## src/sv/dltq_pkg.sv

```systemverilog
// Package: shared types and constants for the delta list timer queue.
package dltq_pkg;

    localparam int unsigned DefaultDepth = 16;
    localparam int unsigned CfgIndexWidth = 1;
    localparam int unsigned CfgDataWidth = 20;

    typedef enum logic [1:0] {
        REQ_ARM    = 2'd0,
        REQ_CANCEL = 2'd1,
        REQ_BEAT   = 2'd2,
        REQ_SECOND = 2'd3
    } req_kind_t;

    typedef enum logic [1:0] {
        RES_ARMED  = 2'd0,
        RES_CANCEL = 2'd1,
        RES_EXPIRY = 2'd2,
        RES_FULL   = 2'd3
    } res_kind_t;

    localparam logic [CfgIndexWidth-1:0] CFG_PERIOD = 1'd0;
    localparam logic [CfgIndexWidth-1:0] CFG_RATE   = 1'd1;

    typedef struct packed {
        logic busy;
        logic done;
    } div_status_t;

endpackage

```

## src/sv/dltq_if.sv

```systemverilog
// Interfaces: request, result and configuration channels.
interface dltq_req_if;
    logic        valid;
    logic        ready;
    logic [1:0]  req_type;
    logic [31:0] delay_us;
    logic        repeat_flag;
    logic [31:0] user_tag;
    logic [31:0] cancel_ticket;
    modport source (output valid, req_type, delay_us, repeat_flag, user_tag, cancel_ticket,
                    input ready);
    modport sink (input valid, req_type, delay_us, repeat_flag, user_tag, cancel_ticket,
                  output ready);
endinterface

interface dltq_res_if;
    logic        valid;
    logic        ready;
    logic [1:0]  result_kind;
    logic [31:0] ticket_out;
    logic [31:0] tag_out;
    logic        found;
    logic        last;
    modport source (output valid, result_kind, ticket_out, tag_out, found, last,
                    input ready);
    modport sink (input valid, result_kind, ticket_out, tag_out, found, last,
                  output ready);
endinterface

interface dltq_cfg_if;
    logic        valid;
    logic        ready;
    logic [0:0]  index;
    logic [19:0] data;
    modport source (output valid, index, data, input ready);
    modport sink (input valid, index, data, output ready);
endinterface

```

## src/sv/dltq_div.sv

```systemverilog
// Restoring divider: 32-bit dividend by 20-bit divisor, one quotient bit per cycle.
module dltq_div (
    input  logic                  clk,
    input  logic                  rst_n,
    input  logic                  start,
    input  logic [31:0]           dividend,
    input  logic [19:0]           divisor,
    output logic [31:0]           quotient,
    output dltq_pkg::div_status_t status
);
    import dltq_pkg::*;

    logic [31:0] quo_reg;
    logic [19:0] rem_reg;
    logic [19:0] dsr_reg;
    logic [4:0]  cnt_reg;
    logic        busy_reg;
    logic        done_reg;
    logic [20:0] rem_sh;
    logic        take;

    assign rem_sh = {rem_reg, quo_reg[31]};
    assign take   = rem_sh >= {1'b0, dsr_reg};

    always_ff @(posedge clk or negedge rst_n)
    begin
        if (!rst_n)
        begin
            busy_reg <= 1'b0;
            done_reg <= 1'b0;
            cnt_reg  <= '0;
        end
        else
        begin
            done_reg <= 1'b0;
            if (start)
            begin
                busy_reg <= 1'b1;
                cnt_reg  <= '0;
                quo_reg  <= dividend;
                rem_reg  <= '0;
                dsr_reg  <= divisor;
            end
            else if (busy_reg)
            begin
                // quotient bits shift in where dividend bits shift out
                rem_reg <= take ? 20'(rem_sh - {1'b0, dsr_reg}) : rem_sh[19:0];
                quo_reg <= {quo_reg[30:0], take};
                cnt_reg <= cnt_reg + 5'd1;
                if (cnt_reg == 5'd31)
                begin
                    busy_reg <= 1'b0;
                    done_reg <= 1'b1;
                end
            end
        end
    end

    assign quotient    = quo_reg;
    assign status.busy = busy_reg;
    assign status.done = done_reg;

    assert property (@(posedge clk) disable iff (!rst_n) done_reg |-> !busy_reg)
        else $error("divider done while busy");
    assert property (@(posedge clk) disable iff (!rst_n) start |=> busy_reg)
        else $error("divider did not start");
    assert property (@(posedge clk) disable iff (!rst_n) $fell(busy_reg) |-> done_reg)
        else $error("divider stopped without done");
endmodule

```

## src/sv/delta_list_timer_queue.sv

```systemverilog
// Delta list timer queue: channels: req (requests), res (results), cfg (register writes).
// Requests: arm, cancel, heartbeat tick, second mark. One request is taken at a time;
// req.ready is high only while the sequencer is idle.
// Arm: the divider converts microseconds to ticks, then a free-slot scan (one slot a cycle)
// and a walk of the sorted list (one entry a cycle) place the entry before the result is
// registered; an arm on a full list gets a full result instead. Cancel walks the list
// one entry a cycle.
// Tick and second mark remove each entry that falls due, re-insert the periodic ones by
// walking the list again, and then close.
// Each request gives its results in order, the final one flagged with last; a tick or
// second mark with nothing due gives none.
// Results pass through a holding stage and an output register; when the output register
// is full and res.ready is low, the sequencer waits until it is free.
// Reset empties the list, clears ticket and beat counters and loads 1000 into both
// registers. Configuration is written whenever cfg.valid is high.
module delta_list_timer_queue #(
    parameter int unsigned QUEUE_DEPTH = dltq_pkg::DefaultDepth
) (
    input  logic     clk,
    input  logic     rst_n,
    dltq_req_if.sink   req,
    dltq_res_if.source res,
    dltq_cfg_if.sink   cfg
);
    import dltq_pkg::*;

    localparam int unsigned IW = (QUEUE_DEPTH > 1) ? $clog2(QUEUE_DEPTH) : 1;
    localparam int unsigned CW = $clog2(QUEUE_DEPTH + 1);
    localparam logic [CW-1:0] FullCount = CW'(QUEUE_DEPTH);
    localparam logic [IW-1:0] LastSlot = IW'(QUEUE_DEPTH - 1);

    typedef enum logic [3:0] {
        S_IDLE, S_DIV, S_FIND, S_INS_WALK, S_INS_PUT, S_CAN_WALK, S_ADV, S_REINS, S_FLUSH
    } state_t;

    typedef struct packed {
        logic [1:0]  kind;
        logic [31:0] ticket;
        logic [31:0] tag;
        logic        found;
    } result_t;

    state_t state_reg;

    logic [19:0] period_reg;
    logic [19:0] rate_reg;

    logic [31:0] ent_ticket_reg   [QUEUE_DEPTH];
    logic [31:0] ent_delta_reg    [QUEUE_DEPTH];
    logic [31:0] ent_interval_reg [QUEUE_DEPTH];
    logic [31:0] ent_tag_reg      [QUEUE_DEPTH];
    logic        ent_live_reg     [QUEUE_DEPTH];
    logic        ent_occ_reg      [QUEUE_DEPTH];
    logic [IW-1:0] link_reg       [QUEUE_DEPTH];
    logic [IW-1:0] fired_reg      [QUEUE_DEPTH];

    logic [CW-1:0] count_reg;
    logic [CW-1:0] nf_reg;
    logic [CW-1:0] pos_reg;
    logic [31:0]   next_ticket_reg;
    logic [19:0]   beat_reg;

    logic [IW-1:0] slot_reg;
    logic [31:0]   ins_delta_reg;
    logic          ins_adv_reg;
    logic [19:0]   cnt_reg;
    logic [31:0]   ticks_reg;
    logic          rep_reg;
    logic [31:0]   tag_reg;
    logic [31:0]   ctk_reg;

    logic          pend_valid_reg;
    result_t       pend_reg;
    logic          out_valid_reg;
    result_t       out_reg;
    logic          out_last_reg;

    logic          div_start;
    logic [31:0]   div_q;
    div_status_t   div_st;

    logic          out_free;
    logic          can_post;
    logic [IW-1:0] walk_slot;
    logic [IW-1:0] head_slot;
    logic [31:0]   walk_delta;
    logic [31:0]   head_delta;
    logic [19:0]   cnt_next;
    logic [19:0]   adj;
    logic [IW-1:0] pos_idx;
    logic [IW-1:0] fired_top;

    assign out_free  = !out_valid_reg || res.ready;
    assign can_post  = !pend_valid_reg || out_free;
    assign pos_idx   = pos_reg[IW-1:0];
    assign walk_slot = link_reg[pos_idx];
    assign head_slot = link_reg[0];
    assign walk_delta = ent_delta_reg[walk_slot];
    assign head_delta = ent_delta_reg[head_slot];
    assign cnt_next  = 20'(cnt_reg - head_delta[19:0]);
    assign adj       = (rate_reg > beat_reg) ? 20'(rate_reg - beat_reg) : 20'd0;
    assign fired_top = fired_reg[IW'(nf_reg - CW'(1))];
    assign div_start = req.valid && req.ready && (req.req_type == REQ_ARM)
                       && (count_reg != FullCount);

    dltq_div u_div (
        .clk      (clk),
        .rst_n    (rst_n),
        .start    (div_start),
        .dividend (req.delay_us),
        .divisor  ((req.valid && period_reg == 20'd0) ? 20'd1 :
                   (period_reg == 20'd0 ? 20'd1 : period_reg)),
        .quotient (div_q),
        .status   (div_st)
    );

    assign req.ready = (state_reg == S_IDLE);
    assign cfg.ready = 1'b1;

    always_ff @(posedge clk or negedge rst_n)
    begin
        if (!rst_n)
        begin
            state_reg       <= S_IDLE;
            period_reg      <= 20'd1000;
            rate_reg        <= 20'd1000;
            count_reg       <= '0;
            nf_reg          <= '0;
            next_ticket_reg <= '0;
            beat_reg        <= '0;
            pend_valid_reg  <= 1'b0;
            out_valid_reg   <= 1'b0;
            for (int i = 0; i < QUEUE_DEPTH; i++)
            begin
                ent_live_reg[i] <= 1'b0;
                ent_occ_reg[i]  <= 1'b0;
            end
        end
        else
        begin
            if (out_valid_reg && res.ready)
                out_valid_reg <= 1'b0;

            if (cfg.valid)
            begin
                unique case (cfg.index)
                    CFG_PERIOD: period_reg <= cfg.data;
                    CFG_RATE:   rate_reg   <= cfg.data;
                    default:    ;
                endcase
            end

            unique case (state_reg)
                S_IDLE:
                begin
                    if (req.valid)
                    begin
                        rep_reg <= req.repeat_flag;
                        tag_reg <= req.user_tag;
                        ctk_reg <= req.cancel_ticket;
                        pos_reg <= '0;
                        nf_reg  <= '0;
                        unique case (req_kind_t'(req.req_type))
                            REQ_ARM:
                            begin
                                if (count_reg == FullCount)
                                begin
                                    pend_valid_reg <= 1'b1;
                                    pend_reg <= '{kind: RES_FULL, ticket: '0, tag: '0,
                                                  found: 1'b0};
                                    state_reg <= S_FLUSH;
                                end
                                else
                                    state_reg <= S_DIV;
                            end
                            REQ_CANCEL: state_reg <= S_CAN_WALK;
                            REQ_BEAT:
                            begin
                                if (beat_reg != '1)
                                    beat_reg <= beat_reg + 20'd1;
                                cnt_reg   <= 20'd1;
                                state_reg <= S_ADV;
                            end
                            REQ_SECOND:
                            begin
                                beat_reg  <= '0;
                                cnt_reg   <= adj;
                                state_reg <= (adj != '0) ? S_ADV : S_FLUSH;
                            end
                            default: state_reg <= S_IDLE;
                        endcase
                    end
                end

                S_DIV:
                begin
                    if (div_st.done)
                    begin
                        ticks_reg <= (div_q == '0) ? 32'd1 : div_q;
                        slot_reg  <= '0;
                        state_reg <= S_FIND;
                    end
                end

                S_FIND:
                begin
                    if (!ent_occ_reg[slot_reg] || slot_reg == LastSlot)
                    begin
                        next_ticket_reg            <= next_ticket_reg + 32'd1;
                        ent_ticket_reg[slot_reg]   <= next_ticket_reg + 32'd1;
                        ent_tag_reg[slot_reg]      <= tag_reg;
                        ent_interval_reg[slot_reg] <= rep_reg ? ticks_reg : 32'd0;
                        ent_live_reg[slot_reg]     <= 1'b1;
                        ins_delta_reg <= ticks_reg;
                        ins_adv_reg   <= 1'b0;
                        pos_reg       <= '0;
                        state_reg     <= S_INS_WALK;
                    end
                    else
                        slot_reg <= slot_reg + IW'(1);
                end

                S_INS_WALK:
                begin
                    if (pos_reg == count_reg)
                        state_reg <= S_INS_PUT;
                    else if (ins_delta_reg <= walk_delta)
                    begin
                        ent_delta_reg[walk_slot] <= walk_delta - ins_delta_reg;
                        state_reg <= S_INS_PUT;
                    end
                    else
                    begin
                        ins_delta_reg <= ins_delta_reg - walk_delta;
                        pos_reg       <= pos_reg + CW'(1);
                    end
                end

                S_INS_PUT:
                begin
                    for (int i = 1; i < QUEUE_DEPTH; i++)
                        if (CW'(i) > pos_reg)
                            link_reg[i] <= link_reg[i-1];
                    link_reg[pos_idx]       <= slot_reg;
                    ent_delta_reg[slot_reg] <= ins_delta_reg;
                    ent_occ_reg[slot_reg]   <= 1'b1;
                    count_reg <= count_reg + CW'(1);
                    if (ins_adv_reg)
                        state_reg <= S_REINS;
                    else
                    begin
                        pend_valid_reg <= 1'b1;
                        pend_reg <= '{kind: RES_ARMED, ticket: next_ticket_reg, tag: '0,
                                      found: 1'b0};
                        state_reg <= S_FLUSH;
                    end
                end

                S_CAN_WALK:
                begin
                    if (pos_reg == count_reg)
                    begin
                        pend_valid_reg <= 1'b1;
                        pend_reg <= '{kind: RES_CANCEL, ticket: ctk_reg, tag: '0,
                                      found: 1'b0};
                        state_reg <= S_FLUSH;
                    end
                    else if (ent_live_reg[walk_slot] && ent_ticket_reg[walk_slot] == ctk_reg)
                    begin
                        ent_live_reg[walk_slot] <= 1'b0;
                        pend_valid_reg <= 1'b1;
                        pend_reg <= '{kind: RES_CANCEL, ticket: ctk_reg, tag: '0,
                                      found: 1'b1};
                        state_reg <= S_FLUSH;
                    end
                    else
                        pos_reg <= pos_reg + CW'(1);
                end

                S_ADV:
                begin
                    if (count_reg == '0)
                        state_reg <= S_REINS;
                    else if (head_delta > {12'd0, cnt_reg})
                    begin
                        ent_delta_reg[head_slot] <= head_delta - {12'd0, cnt_reg};
                        state_reg <= S_REINS;
                    end
                    else if (!ent_live_reg[head_slot] || can_post)
                    begin
                        cnt_reg <= cnt_next;
                        for (int i = 0; i < QUEUE_DEPTH - 1; i++)
                            link_reg[i] <= link_reg[i+1];
                        count_reg <= count_reg - CW'(1);
                        ent_occ_reg[head_slot] <= 1'b0;
                        if (ent_live_reg[head_slot])
                        begin
                            // the previous result is now known not to be the last one
                            if (pend_valid_reg)
                            begin
                                out_valid_reg <= 1'b1;
                                out_reg       <= pend_reg;
                                out_last_reg  <= 1'b0;
                            end
                            pend_valid_reg <= 1'b1;
                            pend_reg <= '{kind: RES_EXPIRY, ticket: ent_ticket_reg[head_slot],
                                          tag: ent_tag_reg[head_slot], found: 1'b0};
                            if (ent_interval_reg[head_slot] == '0)
                                ent_live_reg[head_slot] <= 1'b0;
                            else
                            begin
                                ent_delta_reg[head_slot] <=
                                    (ent_interval_reg[head_slot] > {12'd0, cnt_next}) ?
                                    ent_interval_reg[head_slot] - {12'd0, cnt_next} : 32'd0;
                                fired_reg[nf_reg[IW-1:0]] <= head_slot;
                                nf_reg <= nf_reg + CW'(1);
                            end
                        end
                    end
                end

                S_REINS:
                begin
                    // re-queue periodic timers, most recent first
                    if (nf_reg == '0)
                        state_reg <= S_FLUSH;
                    else
                    begin
                        nf_reg        <= nf_reg - CW'(1);
                        slot_reg      <= fired_top;
                        ins_delta_reg <= ent_delta_reg[fired_top];
                        ins_adv_reg   <= 1'b1;
                        pos_reg       <= '0;
                        state_reg     <= S_INS_WALK;
                    end
                end

                S_FLUSH:
                begin
                    if (!pend_valid_reg)
                        state_reg <= S_IDLE;
                    else if (out_free)
                    begin
                        out_valid_reg  <= 1'b1;
                        out_reg        <= pend_reg;
                        out_last_reg   <= 1'b1;
                        pend_valid_reg <= 1'b0;
                        state_reg      <= S_IDLE;
                    end
                end

                default: state_reg <= S_IDLE;
            endcase
        end
    end

    assign res.valid       = out_valid_reg;
    assign res.result_kind = out_reg.kind;
    assign res.ticket_out  = out_reg.ticket;
    assign res.tag_out     = out_reg.tag;
    assign res.found       = out_reg.found;
    assign res.last        = out_last_reg;

    assert property (@(posedge clk) disable iff (!rst_n) count_reg <= FullCount)
        else $error("entry count beyond depth");
    assert property (@(posedge clk) disable iff (!rst_n)
                     (state_reg == S_IDLE) |-> !pend_valid_reg)
        else $error("held result left behind at idle");
    assert property (@(posedge clk) disable iff (!rst_n)
                     (state_reg == S_IDLE) |-> (nf_reg == '0 || !div_st.busy))
        else $error("divider busy at idle");
    assert property (@(posedge clk) disable iff (!rst_n)
                     (pend_valid_reg && out_valid_reg && !res.ready) |=> pend_valid_reg)
        else $error("held result lost while output stalled");
endmodule
```

## src/flat_wrapper.sv

```systemverilog
// flat-port wrapper written by rule: the top's interface ports become plain ports
module delta_list_timer_queue_flat import dltq_pkg::*;
#(
    parameter int unsigned QUEUE_DEPTH = dltq_pkg::DefaultDepth
)
  (clk, rst_n, req_valid, req_req_type, req_delay_us, req_repeat_flag, req_user_tag, req_cancel_ticket, req_ready, res_valid, res_result_kind, res_ticket_out, res_tag_out, res_found, res_last, res_ready, cfg_valid, cfg_index, cfg_data, cfg_ready);
  dltq_req_if req_i ();
  dltq_res_if res_i ();
  dltq_cfg_if cfg_i ();
  input  logic clk;
  input  logic rst_n;
  input wire logic [$bits(req_i.valid)-1:0] req_valid;
  input wire logic [$bits(req_i.req_type)-1:0] req_req_type;
  input wire logic [$bits(req_i.delay_us)-1:0] req_delay_us;
  input wire logic [$bits(req_i.repeat_flag)-1:0] req_repeat_flag;
  input wire logic [$bits(req_i.user_tag)-1:0] req_user_tag;
  input wire logic [$bits(req_i.cancel_ticket)-1:0] req_cancel_ticket;
  output wire logic [$bits(req_i.ready)-1:0] req_ready;
  output wire logic [$bits(res_i.valid)-1:0] res_valid;
  output wire logic [$bits(res_i.result_kind)-1:0] res_result_kind;
  output wire logic [$bits(res_i.ticket_out)-1:0] res_ticket_out;
  output wire logic [$bits(res_i.tag_out)-1:0] res_tag_out;
  output wire logic [$bits(res_i.found)-1:0] res_found;
  output wire logic [$bits(res_i.last)-1:0] res_last;
  input wire logic [$bits(res_i.ready)-1:0] res_ready;
  input wire logic [$bits(cfg_i.valid)-1:0] cfg_valid;
  input wire logic [$bits(cfg_i.index)-1:0] cfg_index;
  input wire logic [$bits(cfg_i.data)-1:0] cfg_data;
  output wire logic [$bits(cfg_i.ready)-1:0] cfg_ready;
  assign req_i.valid = req_valid;
  assign req_i.req_type = req_req_type;
  assign req_i.delay_us = req_delay_us;
  assign req_i.repeat_flag = req_repeat_flag;
  assign req_i.user_tag = req_user_tag;
  assign req_i.cancel_ticket = req_cancel_ticket;
  assign req_ready = req_i.ready;
  assign res_valid = res_i.valid;
  assign res_result_kind = res_i.result_kind;
  assign res_ticket_out = res_i.ticket_out;
  assign res_tag_out = res_i.tag_out;
  assign res_found = res_i.found;
  assign res_last = res_i.last;
  assign res_i.ready = res_ready;
  assign cfg_i.valid = cfg_valid;
  assign cfg_i.index = cfg_index;
  assign cfg_i.data = cfg_data;
  assign cfg_ready = cfg_i.ready;
  delta_list_timer_queue #(.QUEUE_DEPTH(QUEUE_DEPTH)) u_core (.clk(clk), .rst_n(rst_n), .req(req_i), .res(res_i), .cfg(cfg_i));
endmodule
```

## config.mk

```make
export PLATFORM = sky130hd
export DESIGN_NAME = delta_list_timer_queue_flat
export DESIGN_NICKNAME = d
export VERILOG_FILES = /design/src/sv/dltq_pkg.sv /design/src/sv/dltq_if.sv /design/src/sv/dltq_div.sv /design/src/sv/delta_list_timer_queue.sv /design/src/flat_wrapper.sv
export SDC_FILE = /design/constraint.sdc
export NUM_CORES = 2
export LEC_CHECK = 0
export ABC_AREA = 0
export BUFFER_PORTS_ARGS = -buffer_cell sky130_fd_sc_hd__buf_2
export CORE_MARGIN = 8
export CORE_UTILIZATION = 25
export CTS_BUF_LIST = sky130_fd_sc_hd__clkbuf_16
export DETAILED_ROUTE_END_ITERATION = 10
export HOLD_SLACK_MARGIN = 0.05
export SETUP_SLACK_MARGIN = 0.4
export SLEW_MARGIN = 20
export SYNTH_ARGS = -nofsm -noshare
export SYNTH_HDL_FRONTEND = slang
export SYNTH_SLANG_ARGS = --single-unit
```

## constraint.sdc

```tcl
create_clock -name clk -period 25.8 [get_ports clk]
set_input_delay 5.16 -clock clk [delete_from_list [all_inputs] [get_ports clk]]
set_output_delay 5.16 -clock clk [all_outputs]
set_load 0.02 [all_outputs]
```

==> results.json <==
{
  "port_buffers": 194,
  "overflow": 0,
  "async_reset_ff_share_pct": 5.459,
  "met1_usage_pct": 19.78,
  "syn_inst": 9431,
  "slew_headroom_pct": 17.32,
  "clk_pin_slew_ns": 0.06,
  "finClkSkew_ns": 0.09391,
  "maxCapViolCount": 0,
  "crit_arrival_ns": 10.97,
  "track_usage_pct": 14.87,
  "ys_seq_area_share_pct": 61.27,
  "outcome": "finished, violations left",
  "critPathMaxFanout": 139,
  "cpMaxStageDelayCell": "nor2_4",
  "cts_tree": "done",
  "min-delay-path-class": "flop to flop",
  "gp_congestion": 0.9316,
  "slew_viol_final": 0,
  "final_antenna_net_count": 0,
  "clockBufferDepth": 4,
  "synth-edff-count": 2542,
  "setup_tns_ns": 0,
  "yosysWarnings": 0,
  "drcViolationCount": 3,
  "fin_util_pct": 28.75,
  "nNetsFinal": 9758,
  "wire_per_inst_um": 25.71,
  "vdd_ir_drop_max_v": 0.0002227,
  "tightest_slew_ns": 1.238,
  "post-route-period-util_pct": 40.49,
  "grt_setup_unrepaired": "false",
  "fp.dieArea_um2": 546400,
  "start_util_pct": 25.10,
  "top_usage_layer": "met2",
  "violations": "DRC",
  "ys_ff_latch": 2693,
  "drive_above_1_share_pct": 18.02,
  "period_minus_slack_ns": 10.45,
  "drt_iter0_markers": 10580,
  "end_kind": "flop",
  "finalHoldViolCount": 0,
  "dp_cells": 16090,
  "start_kind": "flop",
  "core_area_um2": 520900,
  "synth.net_count": 9747,
  "synth_cell_types": 103,
  "synth_flop_cell": "edfxtp_1",
  "num_vias": 85880,
  "finalSetupViolations": 0,
  "cts_hold_buf": 0,
  "syn_area_um2": 130700,
  "cts_root_buf": "clkbuf_16",
  "avgSynthCellArea_um2": 13.86,
  "final_common_cell": "edfxtp_1",
  "cts.repair_timing.setup_buffer_count": 0,
  "leakage_nw": 51.29,
  "syn2layout_area_growth_pct": 14.55,
  "stdcell_count": 16650,
  "ios": 196,
  "cts_max_level": 5,
  "chipHeight_um": 739.2,
  "grt_pass1_wl_um": 608400,
  "worstPathRequired_ns": 26.32,
  "seq_area_um2": 80110,
  "grt_pass1_vias": 82990,
  "drt-total-wl_um": 428000,
  "via_per_inst": 5.160,
  "first_pass_iters": 10,
  "grt_use_met3_pct": 3.405,
  "stdcell_area_um2": 149800,
  "finalPower_mw": 20.55,
  "fmax_mhz": 95.73,
  "clkLatencyLatePin_ns": 0.94,
  "nFillCells": 51970,
  "antenna_found_initial": 42,
  "crit_type": "flop to flop",
  "powerDensity_nw_per_um2": 137.2,
  "multi_input_area_um2": 47640,
  "final_cell_mix": "2,542 x edfxtp_1, 1,308 x nand2_1, 676 x mux4_2, 453 x nand3_1, 380 x a21oi_1",
  "hpwl_um": 264600,
  "grt_use_met2_pct": 23.70,
  "rows": 265,
  "post_cts_resized": 0,
  "cts_buffers": 292,
  "slowest_delay_ns": 0.90,
  "clock-sinks": 2693,
  "die_w_um": 739.2,
  "grt_max_degree": 161,
  "placed_area_um2": 139900
}
==> report_power, final <==
part	switching, mW	total, mW	internal (mW)
clock network	1.82	4.26	2.44
registers	0.228	6.45	6.23
logic	6.91	9.83	2.92
total	8.96	20.5	11.6
==> cells in the mapped netlist, types with 48 or more instances <==
| cell type | instances | area [um2] |
|---|---|---|
| a211oi_1 | 207 | 1554 |
| a21o_1 | 77 | 578.1 |
| a21oi_1 | 388 | 1942 |
| a31oi_1 | 87 | 544.3 |
| and2_1 | 48 | 300.3 |
| and3_1 | 140 | 875.8 |
| buf_1 | 95 | 356.6 |
| buf_2 | 73 | 365.4 |
| clkbuf_1 | 478 | 1794 |
| dfrtp_1 | 135 | 3378 |
| edfxtp_1 | 2542 | 76330 |
| ha_1 | 183 | 2290 |
| inv_1 | 222 | 833.3 |
| mux2_2 | 54 | 608.1 |
| mux2i_1 | 344 | 3443 |
| mux4_2 | 679 | 15290 |
| nand2_1 | 1310 | 4917 |
| nand3_1 | 453 | 2267 |
| nand4_1 | 62 | 387.9 |
| nor2_1 | 355 | 1333 |
| nor2b_1 | 144 | 900.9 |
| nor3_1 | 60 | 300.3 |
| o21a_1 | 53 | 397.9 |
| o21ai_0 | 291 | 1456 |
| xnor2_1 | 169 | 1480 |
| xor2_1 | 93 | 814.5 |
==> kinds of logic after synthesis <==
| family | Yosys count | synth area share [%] |
|---|---|---|
| XOR/XNOR | 262 | 1.755 |
| multiplexers | 1080 | 14.83 |
| adder cells (fa/ha/maj) | 191 | 1.874 |
| buffers and inverters | 905 | 2.806 |
| AND/OR/NAND/NOR | 2759 | 9.676 |
| other | 1 | 0.002868 |
| AO/OA/AOI/OAI | 1540 | 7.788 |
| flip-flops | 2693 | 61.27 |
==> path summary, 6_finish.rpt <==
kind                                                     from                                endpoint  slack [ns]  cells after the start
worst min-delay path            u_core.pend_reg[61]$_DFFE_PP_     u_core.res.ticket_out[28]$_DFFE_PP_        0.40                      0
worst min register to register  u_core.pend_reg[61]$_DFFE_PP_     u_core.res.ticket_out[28]$_DFFE_PP_        0.40                      0
worst max-delay path                                     flop   u_core.ent_delta_reg[8][27]$_DFFE_PP_       15.35                     27
min in group asynchronous                               rst_n  u_core.next_ticket_reg[24]$_DFFE_PN0P_        4.30                      1
max in group asynchronous                               rst_n         u_core.state_reg[0]$_DFFE_PN0P_       19.26                      3
worst max register to register                           flop   u_core.ent_delta_reg[8][27]$_DFFE_PP_       15.35                     27
==> per-layer routing <==
layer	wire length, um	part of all wire [%]	up-vias
li1	-	-	36480
met1	172000	40	44060
met2	195700	46	4503
met3	42860	10	825
met4	17180	4.0	20
met5	145	0.034	-
==> critical path, delay by kind of cell, from the launching register on <==
family,cells,cell delay [ns]
compound gates,9,3.07
fa+ha+maj,2,0.46
buf+inv,4,2.42
flops,1,0.54
mux,2,0.92
simple gates,10,2.13
==> layout make-up <==
| class | instances | share of cell area [%] |
|---|---|---|
| repair buffers | 396 | 1.827 |
| flip-flops and latches | 2693 | 53.49 |
| diodes | 18 | 0.03008 |
| well taps | 6942 | 5.800 |
| inverters | 226 | 0.5673 |
| multi-input cells | 5833 | 31.81 |
| clock inverters | 234 | 1.414 |
| clock buffers | 303 | 5.063 |
==> through the flow <==
step,worst slack (ns),hold slack (ns)
after floorplan,15.46,0.4003
after global placement,15.73,0.4014
after detailed placement,15.75,0.4045
after CTS,15.76,0.3964
after global routing,15.08,0.4184
final,15.35,0.3995
(Power assumes the default switching activity.)
